`src/rtl/core/rfrt_pkg.sv`:
```
// ----------------------------------------------------------------------------
// rfrt_pkg
// Types, codes and defaults shared by the remote frame transmitter modules.
// ----------------------------------------------------------------------------
package rfrt_pkg;

    localparam int DEF_CODE_BITS = 32;

    localparam int CFG_W     = 16;
    localparam int CFG_IDX_W = 2;
    localparam int IN_CODE_W = 32;
    localparam int REP_W     = 8;
    localparam int PHASE_W   = 4;

    // Configuration register indexes.
    localparam logic [CFG_IDX_W-1:0] CFG_TICK_TIME      = 2'd0;
    localparam logic [CFG_IDX_W-1:0] CFG_SEPARATOR_TIME = 2'd1;
    localparam logic [CFG_IDX_W-1:0] CFG_PREAMBLE_TIME  = 2'd2;

    // Reset values of the configuration registers.
    localparam logic [CFG_W-1:0] RST_TICK_TIME      = 16'd1140;
    localparam logic [CFG_W-1:0] RST_SEPARATOR_TIME = 16'd5472;
    localparam logic [CFG_W-1:0] RST_PREAMBLE_TIME  = 16'd57000;

    // Item kinds.
    localparam logic KIND_TICK  = 1'b0;
    localparam logic KIND_START = 1'b1;

    // Frame phases.
    localparam logic [PHASE_W-1:0] PH_IDLE = 4'd0;
    localparam logic [PHASE_W-1:0] PH_PRE  = 4'd1;
    localparam logic [PHASE_W-1:0] PH_GAP  = 4'd2;
    localparam logic [PHASE_W-1:0] PH_LSEP = 4'd3;
    localparam logic [PHASE_W-1:0] PH_RL0  = 4'd4;
    localparam logic [PHASE_W-1:0] PH_RL1  = 4'd5;
    localparam logic [PHASE_W-1:0] PH_BITS = 4'd6;
    localparam logic [PHASE_W-1:0] PH_RSEP = 4'd7;
    localparam logic [PHASE_W-1:0] PH_CL0  = 4'd8;
    localparam logic [PHASE_W-1:0] PH_CL1  = 4'd9;

    typedef struct packed {
        logic [CFG_W-1:0] tick_time;
        logic [CFG_W-1:0] separator_time;
        logic [CFG_W-1:0] preamble_time;
    } t_cfg;

    typedef struct packed {
        logic                 kind;
        logic [IN_CODE_W-1:0] code;
        logic [REP_W-1:0]     repeat_count;
    } t_item;

    typedef struct packed {
        logic pin_level;
        logic busy_res;
        logic done_res;
    } t_result;

    typedef struct packed {
        logic               active;
        logic [PHASE_W-1:0] phase;
        logic [CFG_W-1:0]   time_left;
    } t_seq_status;

endpackage

```
`src/rtl/core/rfrt_in_if.sv`:
```
// ----------------------------------------------------------------------------
// rfrt_in_if
// Input channel: tick and start items with valid/ready handshake.
// ----------------------------------------------------------------------------
interface rfrt_in_if;
    logic        valid;
    logic        ready;
    logic        kind;
    logic [31:0] code;
    logic [7:0]  repeat_count;

    modport source (output valid, output kind, output code, output repeat_count,
                    input ready);
    modport sink   (input valid, input kind, input code, input repeat_count,
                    output ready);
endinterface

```
`src/rtl/core/rfrt_out_if.sv`:
```
// ----------------------------------------------------------------------------
// rfrt_out_if
// Output channel: one result item per input item, valid/ready handshake.
// ----------------------------------------------------------------------------
interface rfrt_out_if;
    logic valid;
    logic ready;
    logic pin_level;
    logic busy_res;
    logic done_res;

    modport source (output valid, output pin_level, output busy_res,
                    output done_res, input ready);
    modport sink   (input valid, input pin_level, input busy_res,
                    input done_res, output ready);
endinterface

```
`src/rtl/core/rf_remote_frame_transmitter_top.sv`:
```
// ----------------------------------------------------------------------------
// rf_remote_frame_transmitter_top
// On-off-keyed remote frame transmitter: drives the data pin of an RF module.
// ----------------------------------------------------------------------------
// Usage: each item on the input channel is either a tick, standing for one
// microsecond, or a start request carrying a code word and a repeat count.
// A start while a frame is in progress is ignored. For every accepted item
// exactly one result item leaves on the output channel, giving the pin level
// in force after that item, whether a frame is in progress, and a done flag
// on the tick that ends the frame. The pin carries the inverse of the
// logical frame level and rests low when idle.
// Results are registered in the output buffer. Throughput is one item per
// cycle while the skid register has room; the sequencer state update is a
// single decrement, compare and phase select between registers. The output
// side has a result register plus a skid register, so one further item is
// taken while a result waits; ready falls only with both full. Write
// durations through the configuration port only while the block is idle;
// the block does not enforce this. Synchronous reset loads the default
// durations, returns the sequencer to idle and empties both result registers.
// ----------------------------------------------------------------------------
module rf_remote_frame_transmitter_top #(
    parameter int CODE_BITS = rfrt_pkg::DEF_CODE_BITS
) (
    input  logic                           i_clk,
    input  logic                           i_rst_n,
    input  logic                           i_cfg_we,
    input  logic [rfrt_pkg::CFG_IDX_W-1:0] i_cfg_idx,
    input  logic [rfrt_pkg::CFG_W-1:0]     i_cfg_data,
    rfrt_in_if.sink                        i_in,
    rfrt_out_if.source                     o_out
);
    import rfrt_pkg::*;

    t_cfg        cfg;
    t_item       item;
    t_result     seq_result, out_result;
    t_seq_status status;
    logic        can_push, accept;

    assign item.kind         = i_in.kind;
    assign item.code         = i_in.code;
    assign item.repeat_count = i_in.repeat_count;

    // An item is taken whenever the skid register has room.
    assign i_in.ready = can_push;
    assign accept     = i_in.valid & can_push;

    rfrt_cfg_regs u_cfg (
        .i_clk      (i_clk),
        .i_rst_n    (i_rst_n),
        .i_cfg_we   (i_cfg_we),
        .i_cfg_idx  (i_cfg_idx),
        .i_cfg_data (i_cfg_data),
        .o_cfg      (cfg)
    );

    rfrt_seq #(
        .CODE_BITS (CODE_BITS)
    ) u_seq (
        .i_clk    (i_clk),
        .i_rst_n  (i_rst_n),
        .i_cfg    (cfg),
        .i_accept (accept),
        .i_item   (item),
        .o_result (seq_result),
        .o_status (status)
    );

    rfrt_out_buf u_out (
        .i_clk      (i_clk),
        .i_rst_n    (i_rst_n),
        .i_push     (accept),
        .i_result   (seq_result),
        .o_can_push (can_push),
        .o_valid    (o_out.valid),
        .i_ready    (o_out.ready),
        .o_result   (out_result)
    );

    assign o_out.pin_level = out_result.pin_level;
    assign o_out.busy_res  = out_result.busy_res;
    assign o_out.done_res  = out_result.done_res;

    // The sequencer is idle exactly when its phase is idle.
    a_idle_phase: assert property (@(posedge i_clk) disable iff (!i_rst_n)
        status.active == (status.phase != PH_IDLE))
        else $error("active flag and phase disagree");

    // A tick inside a segment that is not ending counts the segment down.
    a_count_down: assert property (@(posedge i_clk) disable iff (!i_rst_n)
        (accept && item.kind == KIND_TICK && status.active && status.time_left > 16'd1)
        |=> status.time_left == $past(status.time_left) - 16'd1)
        else $error("segment timer did not count down");

    // The end of a frame leaves the sequencer idle.
    a_done_idle: assert property (@(posedge i_clk) disable iff (!i_rst_n)
        (accept && seq_result.done_res) |=> !status.active)
        else $error("sequencer still active after frame end");

endmodule

```
`src/rtl/core/rfrt_cfg_regs.sv`:
```
// ----------------------------------------------------------------------------
// rfrt_cfg_regs
// Configuration registers for the segment durations.
// ----------------------------------------------------------------------------
module rfrt_cfg_regs (
    input  logic                           i_clk,
    input  logic                           i_rst_n,
    input  logic                           i_cfg_we,
    input  logic [rfrt_pkg::CFG_IDX_W-1:0] i_cfg_idx,
    input  logic [rfrt_pkg::CFG_W-1:0]     i_cfg_data,
    output rfrt_pkg::t_cfg                 o_cfg
);
    import rfrt_pkg::*;

    t_cfg r_cfg;

    always_ff @(posedge i_clk) begin
        if (!i_rst_n) begin
            r_cfg.tick_time      <= RST_TICK_TIME;
            r_cfg.separator_time <= RST_SEPARATOR_TIME;
            r_cfg.preamble_time  <= RST_PREAMBLE_TIME;
        end else if (i_cfg_we) begin
            unique case (i_cfg_idx)
                CFG_TICK_TIME:      r_cfg.tick_time      <= i_cfg_data;
                CFG_SEPARATOR_TIME: r_cfg.separator_time <= i_cfg_data;
                CFG_PREAMBLE_TIME:  r_cfg.preamble_time  <= i_cfg_data;
                default: ;
            endcase
        end
    end

    assign o_cfg = r_cfg;

endmodule

```
`src/rtl/core/rfrt_seq.sv`:
```
// ----------------------------------------------------------------------------
// rfrt_seq
// Frame sequencer: holds the frame state and advances it by one item.
// ----------------------------------------------------------------------------
module rfrt_seq #(
    parameter int CODE_BITS = rfrt_pkg::DEF_CODE_BITS
) (
    input  logic                  i_clk,
    input  logic                  i_rst_n,
    input  rfrt_pkg::t_cfg        i_cfg,
    input  logic                  i_accept,
    input  rfrt_pkg::t_item       i_item,
    output rfrt_pkg::t_result     o_result,
    output rfrt_pkg::t_seq_status o_status
);
    import rfrt_pkg::*;

    localparam int HBI_W = (CODE_BITS > 1) ? $clog2(2 * CODE_BITS) : 1;
    localparam logic [HBI_W-1:0] LAST_HALF = HBI_W'(2 * CODE_BITS - 1);

    logic                 r_active,    n_active;
    logic [PHASE_W-1:0]   r_phase,     n_phase;
    logic [HBI_W-1:0]     r_hbi,       n_hbi;
    logic [REP_W-1:0]     r_repeats,   n_repeats;
    logic [CFG_W-1:0]     r_time_left, n_time_left;
    logic [CODE_BITS-1:0] r_code,      n_code;

    logic [CFG_W-1:0] tick_d, sep_d, pre_d, time_dec;
    logic             level, done;

    // A duration of zero counts as one tick.
    assign tick_d   = (i_cfg.tick_time == '0) ? CFG_W'(1) : i_cfg.tick_time;
    assign sep_d    = (i_cfg.separator_time == '0) ? CFG_W'(1) : i_cfg.separator_time;
    assign pre_d    = (i_cfg.preamble_time == '0) ? CFG_W'(1) : i_cfg.preamble_time;
    assign time_dec = r_time_left - CFG_W'(1);

    always_comb begin
        n_active    = r_active;
        n_phase     = r_phase;
        n_hbi       = r_hbi;
        n_repeats   = r_repeats;
        n_time_left = r_time_left;
        n_code      = r_code;
        done        = 1'b0;

        if (i_item.kind == KIND_START) begin
            if (!r_active) begin
                n_active    = 1'b1;
                n_code      = CODE_BITS'(i_item.code);
                n_repeats   = i_item.repeat_count;
                n_hbi       = '0;
                n_phase     = PH_PRE;
                n_time_left = pre_d;
            end
        end else if (r_active) begin
            n_time_left = time_dec;
            if (time_dec == '0) begin
                n_time_left = tick_d;
                unique case (r_phase)
                    PH_PRE:  n_phase = PH_GAP;
                    PH_GAP: begin
                        n_phase     = PH_LSEP;
                        n_time_left = sep_d;
                    end
                    PH_LSEP: n_phase = (r_repeats != '0) ? PH_RL0 : PH_CL0;
                    PH_RL0:  n_phase = PH_RL1;
                    PH_RL1: begin
                        n_hbi   = '0;
                        n_phase = PH_BITS;
                    end
                    PH_BITS: begin
                        // The code word rotates once per bit, so after a
                        // whole word it is back in place for the next repeat.
                        if (r_hbi[0]) begin
                            n_code = (r_code << 1) | (r_code >> (CODE_BITS - 1));
                        end
                        if (r_hbi != LAST_HALF) begin
                            n_hbi = r_hbi + HBI_W'(1);
                        end else begin
                            n_phase     = PH_RSEP;
                            n_time_left = sep_d;
                        end
                    end
                    PH_RSEP: begin
                        n_repeats = r_repeats - REP_W'(1);
                        n_phase   = (n_repeats != '0) ? PH_RL0 : PH_CL0;
                    end
                    PH_CL0:  n_phase = PH_CL1;
                    default: begin
                        n_active    = 1'b0;
                        n_phase     = PH_IDLE;
                        n_time_left = '0;
                        n_hbi       = '0;
                        done        = 1'b1;
                    end
                endcase
            end
        end
    end

    always_comb begin
        case (n_phase) inside
            PH_GAP, PH_RL0, PH_CL0: level = 1'b0;
            PH_BITS:                level = n_code[CODE_BITS-1] ^ n_hbi[0];
            default:                level = 1'b1;
        endcase
    end

    assign o_result.pin_level = n_active & ~level;
    assign o_result.busy_res  = n_active;
    assign o_result.done_res  = done;

    always_ff @(posedge i_clk) begin
        if (!i_rst_n) begin
            r_active    <= 1'b0;
            r_phase     <= PH_IDLE;
            r_hbi       <= '0;
            r_repeats   <= '0;
            r_time_left <= '0;
            r_code      <= '0;
        end else if (i_accept) begin
            r_active    <= n_active;
            r_phase     <= n_phase;
            r_hbi       <= n_hbi;
            r_repeats   <= n_repeats;
            r_time_left <= n_time_left;
            r_code      <= n_code;
        end
    end

    assign o_status.active    = r_active;
    assign o_status.phase     = r_phase;
    assign o_status.time_left = r_time_left;

endmodule

```
`src/rtl/core/rfrt_out_buf.sv`:
```
// ----------------------------------------------------------------------------
// rfrt_out_buf
// Result register with a skid stage, so input is taken while output stalls.
// ----------------------------------------------------------------------------
module rfrt_out_buf (
    input  logic              i_clk,
    input  logic              i_rst_n,
    input  logic              i_push,
    input  rfrt_pkg::t_result i_result,
    output logic              o_can_push,
    output logic              o_valid,
    input  logic              i_ready,
    output rfrt_pkg::t_result o_result
);
    import rfrt_pkg::*;

    logic    r_out_valid, r_skid_valid;
    t_result r_out, r_skid;
    logic    pop;

    assign pop        = r_out_valid & i_ready;
    assign o_can_push = ~r_skid_valid;

    always_ff @(posedge i_clk) begin
        if (!i_rst_n) begin
            r_out_valid  <= 1'b0;
            r_skid_valid <= 1'b0;
        end else begin
            if (r_skid_valid) begin
                if (pop) begin
                    r_out_valid  <= 1'b1;
                    r_skid_valid <= 1'b0;
                end
            end else if (i_push) begin
                if (!r_out_valid || pop) begin
                    r_out_valid <= 1'b1;
                end else begin
                    r_skid_valid <= 1'b1;
                end
            end else if (pop) begin
                r_out_valid <= 1'b0;
            end
        end
    end

    always_ff @(posedge i_clk) begin
        if (r_skid_valid) begin
            if (pop) begin
                r_out <= r_skid;
            end
        end else if (i_push) begin
            if (!r_out_valid || pop) begin
                r_out <= i_result;
            end else begin
                r_skid <= i_result;
            end
        end
    end

    assign o_valid  = r_out_valid;
    assign o_result = r_out;

endmodule

```
`src/flat_wrapper.sv`:
```
// flat-port wrapper written by rule: the top's interface ports become plain ports
module rf_remote_frame_transmitter_top_flat import rfrt_pkg::*;
#(
    parameter int CODE_BITS = rfrt_pkg::DEF_CODE_BITS
)
  (i_clk, i_rst_n, i_cfg_we, i_cfg_idx, i_cfg_data, i_in_valid, i_in_kind, i_in_code, i_in_repeat_count, i_in_ready, o_out_valid, o_out_pin_level, o_out_busy_res, o_out_done_res, o_out_ready);
  rfrt_in_if i_in_i ();
  rfrt_out_if o_out_i ();
  input  logic i_clk;
  input  logic i_rst_n;
  input  logic i_cfg_we;
  input  logic [rfrt_pkg::CFG_IDX_W-1:0] i_cfg_idx;
  input  logic [rfrt_pkg::CFG_W-1:0] i_cfg_data;
  input wire logic [$bits(i_in_i.valid)-1:0] i_in_valid;
  input wire logic [$bits(i_in_i.kind)-1:0] i_in_kind;
  input wire logic [$bits(i_in_i.code)-1:0] i_in_code;
  input wire logic [$bits(i_in_i.repeat_count)-1:0] i_in_repeat_count;
  output wire logic [$bits(i_in_i.ready)-1:0] i_in_ready;
  output wire logic [$bits(o_out_i.valid)-1:0] o_out_valid;
  output wire logic [$bits(o_out_i.pin_level)-1:0] o_out_pin_level;
  output wire logic [$bits(o_out_i.busy_res)-1:0] o_out_busy_res;
  output wire logic [$bits(o_out_i.done_res)-1:0] o_out_done_res;
  input wire logic [$bits(o_out_i.ready)-1:0] o_out_ready;
  assign i_in_i.valid = i_in_valid;
  assign i_in_i.kind = i_in_kind;
  assign i_in_i.code = i_in_code;
  assign i_in_i.repeat_count = i_in_repeat_count;
  assign i_in_ready = i_in_i.ready;
  assign o_out_valid = o_out_i.valid;
  assign o_out_pin_level = o_out_i.pin_level;
  assign o_out_busy_res = o_out_i.busy_res;
  assign o_out_done_res = o_out_i.done_res;
  assign o_out_i.ready = o_out_ready;
  rf_remote_frame_transmitter_top #(.CODE_BITS(CODE_BITS)) u_core (.i_clk(i_clk), .i_rst_n(i_rst_n), .i_cfg_we(i_cfg_we), .i_cfg_idx(i_cfg_idx), .i_cfg_data(i_cfg_data), .i_in(i_in_i), .o_out(o_out_i));
endmodule
```
`config.mk`:
```
export PLATFORM = sky130hd
export DESIGN_NAME = rf_remote_frame_transmitter_top_flat
export DESIGN_NICKNAME = d
export VERILOG_FILES = /design/src/rtl/core/rfrt_pkg.sv /design/src/rtl/core/rfrt_in_if.sv /design/src/rtl/core/rfrt_out_if.sv /design/src/rtl/core/rf_remote_frame_transmitter_top.sv /design/src/rtl/core/rfrt_cfg_regs.sv /design/src/rtl/core/rfrt_seq.sv /design/src/rtl/core/rfrt_out_buf.sv /design/src/flat_wrapper.sv
export SDC_FILE = /design/constraint.sdc
export NUM_CORES = 1
export LEC_CHECK = 0
export BUFFER_PORTS_ARGS = -buffer_cell sky130_fd_sc_hd__buf_2
export CORE_UTILIZATION = 58
export DETAILED_ROUTE_END_ITERATION = 8
export PLACE_DENSITY = 0.8
export SLEW_MARGIN = 20
export SYNTH_ARGS = -nofsm -noshare
export SYNTH_HDL_FRONTEND = slang
export SYNTH_SLANG_ARGS = --single-unit
```
`constraint.sdc`:
```
create_clock -name i_clk -period 4 [get_ports i_clk]
set_input_delay 0.6 -clock i_clk [delete_from_list [all_inputs] [get_ports i_clk]]
set_output_delay 0.6 -clock i_clk [all_outputs]
set_load 0.01 [all_outputs]
```
==> flow_metrics.py, run 1 <==
metrics = {
    "synth": {
        "synth_top_area_cell": "dfxtp_1",
        "synth_edf_count": 6,
        "yosysWarnings": 0,
        "syn_area_per_cell_sq_um": 7.98,
        "synth_flop_cell": "dfxtp_1",
        "yosysMostFrequentCell": "nand2_1",
        "synth_seq_cells": 123,
        "ys_types": 83,
        "syn_nets": 927,
        "ys_async_sr_fraction_pct": 0,
        "synthTopCellsByCount": "nand2_1, dfxtp_1, a21oi_1",
        "synth_seq_area_share_pct": 37.0,
        "synth_cells": 855,
        "synth.area.top_cells": "dfxtp_1, nand2_1, o211a_1",
        "synth_top_area_share_pct": 34.3,
        "syn_area_sq_um": 6830,
    },
    "placed_design": {
        "dpl_cell_area_sq_um": 7060,
        "hpwl_um": 12000,
        "finalWeightedCongestion": 0.892,
        "portBuffers": 68,
    },
    "min_path": {
        "hold-path-endpoint": "u_core.u_cfg.o_cfg[24]$_SDFFE_PN1P_",
        "hold_class": "primary input to register",
        "holdPathStages": 3,
        "min-delay-start": "i_cfg_data[8]",
    },
    "timing": {
        "final-setup-viol-count": 0,
        "rsz0062_at_grt": "no",
        "fin_crit_sh_pct": 91.8,
        "maxSlewViolCount": 0,
        "setup_tns_ns": 0,
        "fmax_mhz": 272,
        "finalHoldViolCount": 0,
        "slew_headroom_pct": 24.3,
        "finClkSkew_ns": 0.00829,
        "fin_crit_ns": 3.67,
        "tightest_slew_ns": 1.13,
    },
    "floorplanning": {
        "die_w_um": 110,
        "start_util_pct": 59.5,
        "ioPinCount": 69,
        "die_area_sq_um": 12200,
        "die_h_um": 110,
        "num_rows": 39,
        "coreArea_sq_um": 11500,
    },
    "cells_and_area": {
        "nNetsFinal": 949,
        "drive_above_1_share_pct": 14.8,
        "n_fill_cell": 918,
        "postLayoutCellArea_sq_um": 7650,
        "area_delta_synth_final_pct": 12.1,
        "antenna_cells": 0,
    },
    "routing": {
        "ant_nets": 0,
        "wl_per_cell_um": 17.4,
        "vias": 6544,
        "wirelength_um": 17900,
        "drt-initial-drc-count": 661,
        "dr.pass1.iters": 5,
        "drc": 0,
        "avgViaCountPerCell": 6.35,
    },
    "flow_run": {
        "max_cap_violations": 0,
    },
    "critical_path": {
        "critPathMaxFanout": 14,
        "arrival_ns": 3.92,
        "reg2regPathDepth": 11,
        "reg2reg_slack_ns": 0.33,
        "cp-start-kind": "register",
        "cp.required_ns": 4.25,
        "reg2reg_to": "u_core.u_seq.r_repeats[1]$_SDFFE_PN0P_",
        "setup.worst_path.end_class": "register",
        "critical_path_class": "register to register",
        "r2r_start": "u_core.u_seq.r_time_left[0]$_SDFFE_PN0P_",
    },
    "clock_network": {
        "cts_setup_buffers": 0,
        "clkLatencyLatePin_ns": 0.42,
        "cts_max_path_buffers": 2,
        "clk_pin_slew_ns": 0.05,
        "cts_made_buffers": 17,
        "clock_sinks": 123,
        "htreeDepth": 4,
        "ctsRootBufferMaster": "clkbuf_16",
        "cts_tree": "yes",
    },
    "global_routing": {
        "first_global_vias": 6009,
        "antenna_found_initial": 0,
        "grt-ovfl-total": 0,
        "grt_pass1_wl_um": 29200,
        "grt_max_degree": 88,
        "grt_use_total_pct": 29.3,
    },
    "run_status": {
        "status": "completed",
    },
    "pwr": {
        "vdd_drop_max_v": 0.000410,
        "p_leak_uw": 0.00323,
        "powerDensity_nw_per_um2": 455,
    },
}
-- cell type report --
cell class | instances | area (sq um) | area share (%)
Multi-Input combinational cell | 642 | 3880 | 50.8
Sequential cell | 123 | 2520 | 33.0
Clock buffer | 20 | 468 | 6.12
Timing Repair Buffer | 77 | 420 | 5.50
Tap cell | 143 | 179 | 2.34
Clock inverter | 10 | 116 | 1.52
Inverter | 16 | 60.1 | 0.785
-- through the flow --
stage / cells / hold slack (ns) / util [%] / setup WS [ns] / total power, uW
final: 1031 / 0.432 / 66.7 / 0.327 / 3480
after global routing: 1031 / 0.442 / 66.7 / 0.0392 / 3610
after CTS: 1031 / 0.416 / 66.6 / 0.327 / 3470
after detailed placement: 1001 / 0.459 / 61.5 / 0.369 / 1960
after global placement: 1001 / 0.451 / 61.5 / 0.569 / 1940
after floorplan: 855 / 0.436 / - / 1.02 / 1820
-- critical path: stages, from the launching register on --
cell and delay, ns:
dfxtp_1 0.43, inv_1 0.12, ha_1 0.30, nor3b_1 0.43, nand4_1 0.22, xnor2_1 0.28
nor3b_4 0.39, nand3_2 0.21, nor4_1 0.33, o21ai_1 0.33, a211oi_1 0.37, a211oi_1 0.08
-- placed cells by master, fill, tap and decap left out, drive strengths merged, types with 5 or more instances in the layout --
cell type / netlist / layout
a31oi: 9 / 9
inv: 14 / 15
dfxtp: 117 / 117
a221oi: 5 / 5
xnor2: 13 / 13
nor3b: 6 / 6
nand3: 30 / 30
clkbuf: 54 / 20
nor3: 19 / 19
and3: 6 / 6
nor2: 55 / 55
o21ai: 42 / 42
nand2b: 7 / 7
o211a: 34 / 34
edfxtp: 6 / 6
a21oi: 58 / 58
a21boi: 19 / 19
a211oi: 5 / 5
a32oi: 5 / 5
o22ai: 5 / 5
nor4b: 6 / 6
nor4: 16 / 16
nand2: 172 / 172
buf: 20 / 77
xor2: 8 / 8
clkinv: 2 / 6
a22oi: 45 / 45
o211ai: 6 / 6
ha: 8 / 8
-- where the power goes --
part | switching (uW) | internal, uW | total [uW]
Sequential | 83.8 | 1300 | 1390
Clock | 555 | 961 | 1520
Combinational | 345 | 231 | 576
Total | 984 | 2500 | 3480
-- registers in the layout (all words and copies together), names as in the netlist --
signal	flops
u_core.u_out.o_valid	1
u_core.u_cfg.o_cfg	48
u_core.u_out.r_skid_valid	1
u_core.u_seq.r_code	32
u_core.u_out.o_result	3
u_core.u_seq.r_hbi	6
u_core.u_out.r_skid	3
u_core.u_seq.r_active	1
u_core.u_seq.r_repeats	8
u_core.u_seq.r_time_left	16
u_core.u_seq.r_phase	4
-- kinds of logic (layout without fill, tap and decap cells) --
family | after synthesis | after routing | synth area share, %
fa+ha+maj | 8 | 8 | 1.47
xor+xnor | 21 | 21 | 2.69
flops | 123 | 123 | 37.0
compound gates | 262 | 262 | 27.6
buf+inv | 90 | 123 | 6.29
mux | 5 | 5 | 0.752
simple gates | 346 | 346 | 24.2
-- per-layer routing --
metal | global-route usage, % | up-vias | wire length, um
met4 | 8.89 | 0 | 283
met1 | 40.0 | 3047 | 7760
met2 | 45.6 | 338 | 8250
li1 | - | 3129 | -
met5 | 0 | - | 0
met3 | 7.41 | 30 | 1630
-- worst max-delay path by stage --
stage | from | endpoint | slack (ns) | cells past startpoint
6_report | u_core.u_seq.r_time_left[0]$_SDFFE_PN0P_ | u_core.u_seq.r_repeats[1]$_SDFFE_PN0P_ | 0.33 | 11
5_1_grt | u_core.u_seq.r_time_left[1]$_SDFFE_PN0P_ | u_core.u_seq.r_repeats[1]$_SDFFE_PN0P_ | 0.04 | 11
4_1_cts | u_core.u_seq.r_time_left[0]$_SDFFE_PN0P_ | u_core.u_seq.r_repeats[1]$_SDFFE_PN0P_ | 0.33 | 11
3_5_place_dp | u_core.u_seq.r_time_left[0]$_SDFFE_PN0P_ | u_core.u_seq.r_repeats[1]$_SDFFE_PN0P_ | 0.37 | 11
3_3_place_gp | u_core.u_seq.r_time_left[0]$_SDFFE_PN0P_ | u_core.u_out.o_result[2]$_DFFE_PP_ | 0.57 | 11
2_1_floorplan | u_core.u_seq.r_time_left[0]$_SDFFE_PN0P_ | u_core.u_out.o_result[2]$_DFFE_PP_ | 1.02 | 13
-- repair_timing --
item / 4_1_cts / 5_1_grt
setup endpoints to repair: 0 / 1
gates resized for setup: 0 / 1
hold buffers: 0 / 0
No activity file was read; power rests on OpenSTA's default activity.
==> run 2: changes to the inputs <==
--- a/config.mk
+++ b/config.mk
@@ -6,9 +6,10 @@
 export NUM_CORES = 1
 export LEC_CHECK = 0
 export BUFFER_PORTS_ARGS = -buffer_cell sky130_fd_sc_hd__buf_2
-export CORE_UTILIZATION = 58
+export CORE_ASPECT_RATIO = 0.7
+export CORE_UTILIZATION = 45
 export DETAILED_ROUTE_END_ITERATION = 8
-export PLACE_DENSITY = 0.8
+export PLACE_DENSITY = 0.65
 export SLEW_MARGIN = 20
 export SYNTH_ARGS = -nofsm -noshare
 export SYNTH_HDL_FRONTEND = slang
==> run 2 against run 1 <==
Compared with the run above:
- first-iteration DRC count down 2.4%
- flip-flop and latch count unchanged
- clock skew rose by 0.0064 ns
- largest cell class unchanged
==> flow_metrics.py, run 2 (synthesized netlist as in run 1, its figures left out) <==
metrics = {
    "routing": {
        "vias": 6371,
        "ant_nets": 0,
        "drt-initial-drc-count": 645,
        "wirelength_um": 18300,
        "dr.pass1.iters": 5,
        "wl_per_cell_um": 16.8,
        "drc": 0,
        "avgViaCountPerCell": 5.86,
    },
    "clock_network": {
        "ctsRootBufferMaster": "clkbuf_16",
        "clkLatencyLatePin_ns": 0.43,
        "clk_pin_slew_ns": 0.07,
        "cts_max_path_buffers": 2,
        "cts_made_buffers": 17,
        "cts_setup_buffers": 0,
        "cts_hold_buf": 0,
        "clock_sinks": 123,
        "cts_tree": "yes",
        "htreeDepth": 4,
        "ctsResizeCount": 0,
    },
    "cells_and_area": {
        "antenna_cells": 0,
        "mostFrequentLayoutCells": "nand2_1, dfxtp_1, buf_2",
        "nNetsFinal": 952,
        "drive_above_1_share_pct": 15.5,
        "largest_reg_flops": 48,
        "area_delta_synth_final_pct": 13.0,
        "final_common_cell": "nand2_1",
    },
    "critical_path": {
        "critPathBufInv": 1,
        "slowest_stage": "a2111oi_4",
        "critPathMaxFanout": 11,
        "arrival_ns": 3.78,
        "critical_path_class": "register to register",
        "setup.worst_path.end_class": "register",
        "worstPathCellList": "inv_1, ha_1, o21ba_2, nand3b_1, a32oi_1, a2111oi_4, nand4_2, a32oi_2, nand3_1, xnor2_1, o41ai_2",
        "cp-start-kind": "register",
        "slowest_delay_ns": 0.63,
        "crit_family": "compound AO/OA/AOI/OAI gates",
        "cp.required_ns": 4.16,
    },
    "timing": {
        "setup_tns_ns": 0,
        "finalHoldViolCount": 0,
        "fin_crit_ns": 3.62,
        "final-setup-viol-count": 0,
        "maxSlewViolCount": 0,
        "fmax_mhz": 277,
        "rsz0062_at_grt": "no",
        "tightest_slew_ns": 0.993,
        "finalHoldWorstSlack_ns": 0.438,
        "finClkSkew_ns": 0.0147,
        "fin_crit_sh_pct": 90.4,
        "slew_headroom_pct": 33.4,
    },
    "placed_design": {
        "finalWeightedCongestion": 0.881,
        "portBuffers": 68,
        "hpwl_um": 12600,
    },
    "run_status": {
        "status": "completed",
    },
    "min_path": {
        "hold_class": "primary input to register",
    },
    "global_routing": {
        "grt_use_total_pct": 24.4,
        "grt_pass1_wl_um": 30300,
        "antenna_found_initial": 0,
        "grt-ovfl-total": 0,
        "grt_max_degree": 63,
        "first_global_vias": 5601,
    },
    "floorplanning": {
        "die_w_um": 149,
        "start_util_pct": 46.2,
        "num_rows": 37,
        "ioPinCount": 69,
        "coreArea_sq_um": 14800,
        "die_h_um": 105,
        "die_area_sq_um": 15700,
    },
    "pwr": {
        "powerDensity_nw_per_um2": 443,
        "p_leak_uw": 0.00323,
        "vdd_drop_max_v": 0.000334,
    },
    "flow_run": {
        "max_cap_violations": 0,
    },
}
==> run 2: cell types whose count changed in the layout (fill, tap and decap cells not counted), moves of 2 or more <==
| cell | delta |
|---|---|
| bufinv_16 | -2 |
| buf_4 | +3 |
| inv_8 | +2 |
| clkinv_2 | -2 |
| inv_6 | +7 |
==> run 2: layout make-up <==
type	instances	area (sq um)
fillers	1430	7060
flip-flops and latches	123	2520
clock inverters	14	121
well taps	195	244
clock buffers	18	439
inverters	16	60.1
repair buffers	80	443
multi-input cells	642	3880
==> run 2: routing by layer <==
layer | vias to the layer above | global-route usage (%) | wire length [um]
li1 | 3158 | - | -
met1 | 2967 | 39.7 | 9700
met2 | 224 | 30.2 | 6910
met3 | 22 | 5.68 | 1450
met4 | 0 | 7.14 | 232
met5 | - | 0 | 0
==> run 2: per-stage QoR <==
step / util (%) / instances / power, uW / setup slack, ns / area [sq um]
after global placement: 48.4 / 1056 / 1960 / 0.484 / 7140
after CTS: 52.2 / 1088 / 3430 / 0.348 / 7700
after detailed placement: 48.4 / 1056 / 1960 / 0.357 / 7140
after global routing: 52.2 / 1088 / 3570 / 0.0357 / 7710
final: 52.2 / 1088 / 3420 / 0.384 / 7710
after floorplan: - / 855 / 1820 / 1.02 / 6830
==> run 2: power by group <==
group | switching [uW] | leakage (uW) | internal [uW]
registers | 85.1 | 0.00102 | 1300
logic | 338 | 0.00194 | 227
clock network | 633 | 0.000270 | 831
total | 1060 | 0.00323 | 2360
==> run 2: path summary, 6_finish.rpt <==
| path | start | end | slack [ns] | depth (start not counted) |
|---|---|---|---|---|
| min reg2reg | u_core.u_cfg.o_cfg[0]$_SDFFE_PN0P_ | u_core.u_cfg.o_cfg[0]$_SDFFE_PN0P_ | 0.47 | 2 |
| min | i_cfg_data[7] | u_core.u_cfg.o_cfg[39]$_SDFFE_PN0P_ | 0.44 | 3 |
| max reg2reg | u_core.u_seq.r_time_left[0]$_SDFFE_PN0P_ | u_core.u_out.o_result[2]$_DFFE_PP_ | 0.38 | 11 |
| max | u_core.u_seq.r_time_left[0]$_SDFFE_PN0P_ | u_core.u_out.o_result[2]$_DFFE_PP_ | 0.38 | 11 |
==> run 2: worst min-delay path: stages <==
cell,delay (ns)
buf_2,0.12
nand2_1,0.05
a21oi_1,0.05
==> run 3: changes to the inputs <==
--- a/config.mk
+++ b/config.mk
@@ -5,7 +5,7 @@
 export SDC_FILE = /design/constraint.sdc
 export NUM_CORES = 1
 export LEC_CHECK = 0
-export BUFFER_PORTS_ARGS = -buffer_cell sky130_fd_sc_hd__buf_2
+export BUFFER_PORTS_ARGS = -buffer_cell sky130_fd_sc_hd__clkbuf_2
 export CORE_ASPECT_RATIO = 0.7
 export CORE_UTILIZATION = 45
 export DETAILED_ROUTE_END_ITERATION = 8
@@ -13,4 +13,5 @@
 export SLEW_MARGIN = 20
 export SYNTH_ARGS = -nofsm -noshare
 export SYNTH_HDL_FRONTEND = slang
+export SYNTH_HIERARCHICAL = 1
 export SYNTH_SLANG_ARGS = --single-unit
==> run 3 against run 2 <==
Compared with the run above:
- non-clock buffer count up 6
- combinational power up 17%
- die area up 0.23%
- critical path type unchanged
- clock power up 6%
- first-iteration DRC count down 9.1%
- critical path depth down 1
- utilization up 1.1 points
- critical endpoint is now u_core/u_out/o_result[2]$_DFFE_PP_
- highest routed layer unchanged
- power up 5.5%
==> flow_metrics.py, run 3 <==
metrics = {
    "pwr": {
        "p_leak_uw": 0.00312,
        "vdd_drop_max_v": 0.000336,
        "powerDensity_nw_per_um2": 458,
    },
    "timing": {
        "finClkSkew_ns": 0.0114,
        "worst_slack_ns": 0.266,
        "fin_crit_sh_pct": 93.4,
        "slew_headroom_pct": 40.5,
        "rsz0062_at_grt": "no",
        "maxSlewViolCount": 0,
        "finalHoldWorstSlack_ns": 0.410,
        "setup_tns_ns": 0,
        "final-setup-viol-count": 0,
        "finalHoldViolCount": 0,
        "fin_crit_ns": 3.73,
        "tightest_slew_ns": 0.893,
        "fmax_mhz": 268,
    },
    "critical_path": {
        "setup.worst_path.end_class": "register",
        "critPathMaxFanout": 9,
        "reg2reg_slack_ns": 0.27,
        "arrival_ns": 4.02,
        "cp.required_ns": 4.28,
        "cp-start-kind": "register",
        "critical_path_class": "register to register",
    },
    "synth": {
        "syn_nets": 888,
        "syn_area_per_cell_sq_um": 8.38,
        "syn_area_sq_um": 6840,
        "yosysWarnings": 6,
        "synth_cells": 816,
    },
    "routing": {
        "drt-initial-drc-count": 586,
        "ant_nets": 0,
        "dr.pass1.iters": 6,
        "drc": 0,
        "avgViaCountPerCell": 6.06,
        "vias": 6433,
        "wl_per_cell_um": 18.0,
        "wirelength_um": 19100,
    },
    "cells_and_area": {
        "mostFrequentLayoutCells": "dfxtp_1, nand2_1, nor2_1",
        "antenna_cells": 0,
        "final_cell_count_no_fill": 1061,
        "n_fill_cell": 1365,
        "final_common_cell": "dfxtp_1",
        "drive_above_1_share_pct": 16.2,
        "nNetsFinal": 925,
        "largest_reg_flops": 48,
        "postLayoutCellArea_sq_um": 7870,
        "area_delta_synth_final_pct": 15.0,
    },
    "clock_network": {
        "htreeDepth": 4,
        "ctsResizeCount": 0,
        "clkLatencyLatePin_ns": 0.41,
        "cts_tree": "yes",
        "cts_made_buffers": 17,
        "clk_pin_slew_ns": 0.06,
        "clock_sinks": 123,
        "ctsRootBufferMaster": "clkbuf_16",
        "cts_max_path_buffers": 2,
    },
    "placed_design": {
        "dpl_cell_area_sq_um": 7260,
        "place_inst": 1028,
        "hpwl_um": 13200,
        "post-place-ws_ns": 0.218,
        "finalWeightedCongestion": 0.887,
        "portBuffers": 68,
    },
    "floorplanning": {
        "die_h_um": 105,
        "die_area_sq_um": 15700,
        "start_util_pct": 46.3,
        "die_w_um": 149,
        "ioPinCount": 69,
        "coreArea_sq_um": 14800,
        "num_rows": 37,
    },
    "global_routing": {
        "first_global_vias": 5917,
        "antenna_found_initial": 0,
        "grt_max_degree": 63,
        "grt-ovfl-total": 0,
        "grt_use_total_pct": 25.0,
        "grt_pass1_wl_um": 31000,
    },
    "run_status": {
        "status": "completed",
    },
    "min_path": {
        "hold_class": "primary input to register",
    },
    "flow_run": {
        "max_cap_violations": 0,
    },
}
## run 3: cell count changes in the layout (fill, tap and decap cells not counted), sizes merged, moves of 33 or more
cell | previous run | this run
clkbuf | 18 | 85
buf | 80 | 18
nand2 | 172 | 78
o211a | 34 | 1
mux2i | 4 | 43
a211oi | 5 | 42
## run 3: cell type report
type	count	area, sq um	area share [%]
Clock buffer	17	425	5.41
Tap cell	195	244	3.10
Timing Repair Buffer	86	488	6.20
Multi-Input combinational cell	601	3930	50.0
Sequential cell	123	2520	32.1
Inverter	24	90.1	1.15
Clock inverter	15	163	2.07
## run 3: timing repair
action	4_1_cts	5_1_grt
endpoints found under the setup margin	0	1
buffers inserted	0	1
hold buffers	0	0
## run 3: metrics by stage
step	power [uW]	util, %
after global routing	3760	53.3
after detailed placement	2060	49.2
after global placement	2040	49.2
final	3610	53.3
after floorplan	1870	-
after CTS	3610	53.2
## run 3: power breakdown
part	internal (uW)	switching [uW]	total, uW
logic	271	390	661
registers	1310	87.6	1400
clock network	930	619	1550
## run 3: final timing paths
check                                      startpoint                                    to  depth (start not counted)
max reg2reg  u_core/u_seq/r_time_left[1]$_SDFFE_PN0P_    u_core/u_out/o_result[2]$_DFFE_PP_                         10
max          u_core/u_seq/r_time_left[1]$_SDFFE_PN0P_    u_core/u_out/o_result[2]$_DFFE_PP_                         10
min                                       o_out_ready  u_core/u_out/r_skid_valid$_SDFF_PN0_                          2
min reg2reg        u_core/u_seq/r_hbi[1]$_SDFFE_PN0P_    u_core/u_seq/r_hbi[1]$_SDFFE_PN0P_                          2
## run 3: metal layers
metal  track usage (%)  vias up  wire [um]
met5                 0        -          0
met4              5.47        0         78
met3              5.11        8       1500
met2              33.0      256       7800
met1              40.0     3080       9730
li1                  -     3089          -
## run 3: worst max-delay path: stages (launching register included)
cell and delay, ns:
dfxtp_1 0.38, or4_1 0.57, or4b_1 0.58, xnor2_2 0.20, a2111oi_4 0.27, buf_4 0.21, nand3_1 0.22, mux2_2 0.40
a311o_1 0.27, a211oi_1 0.31, mux2_4 0.21
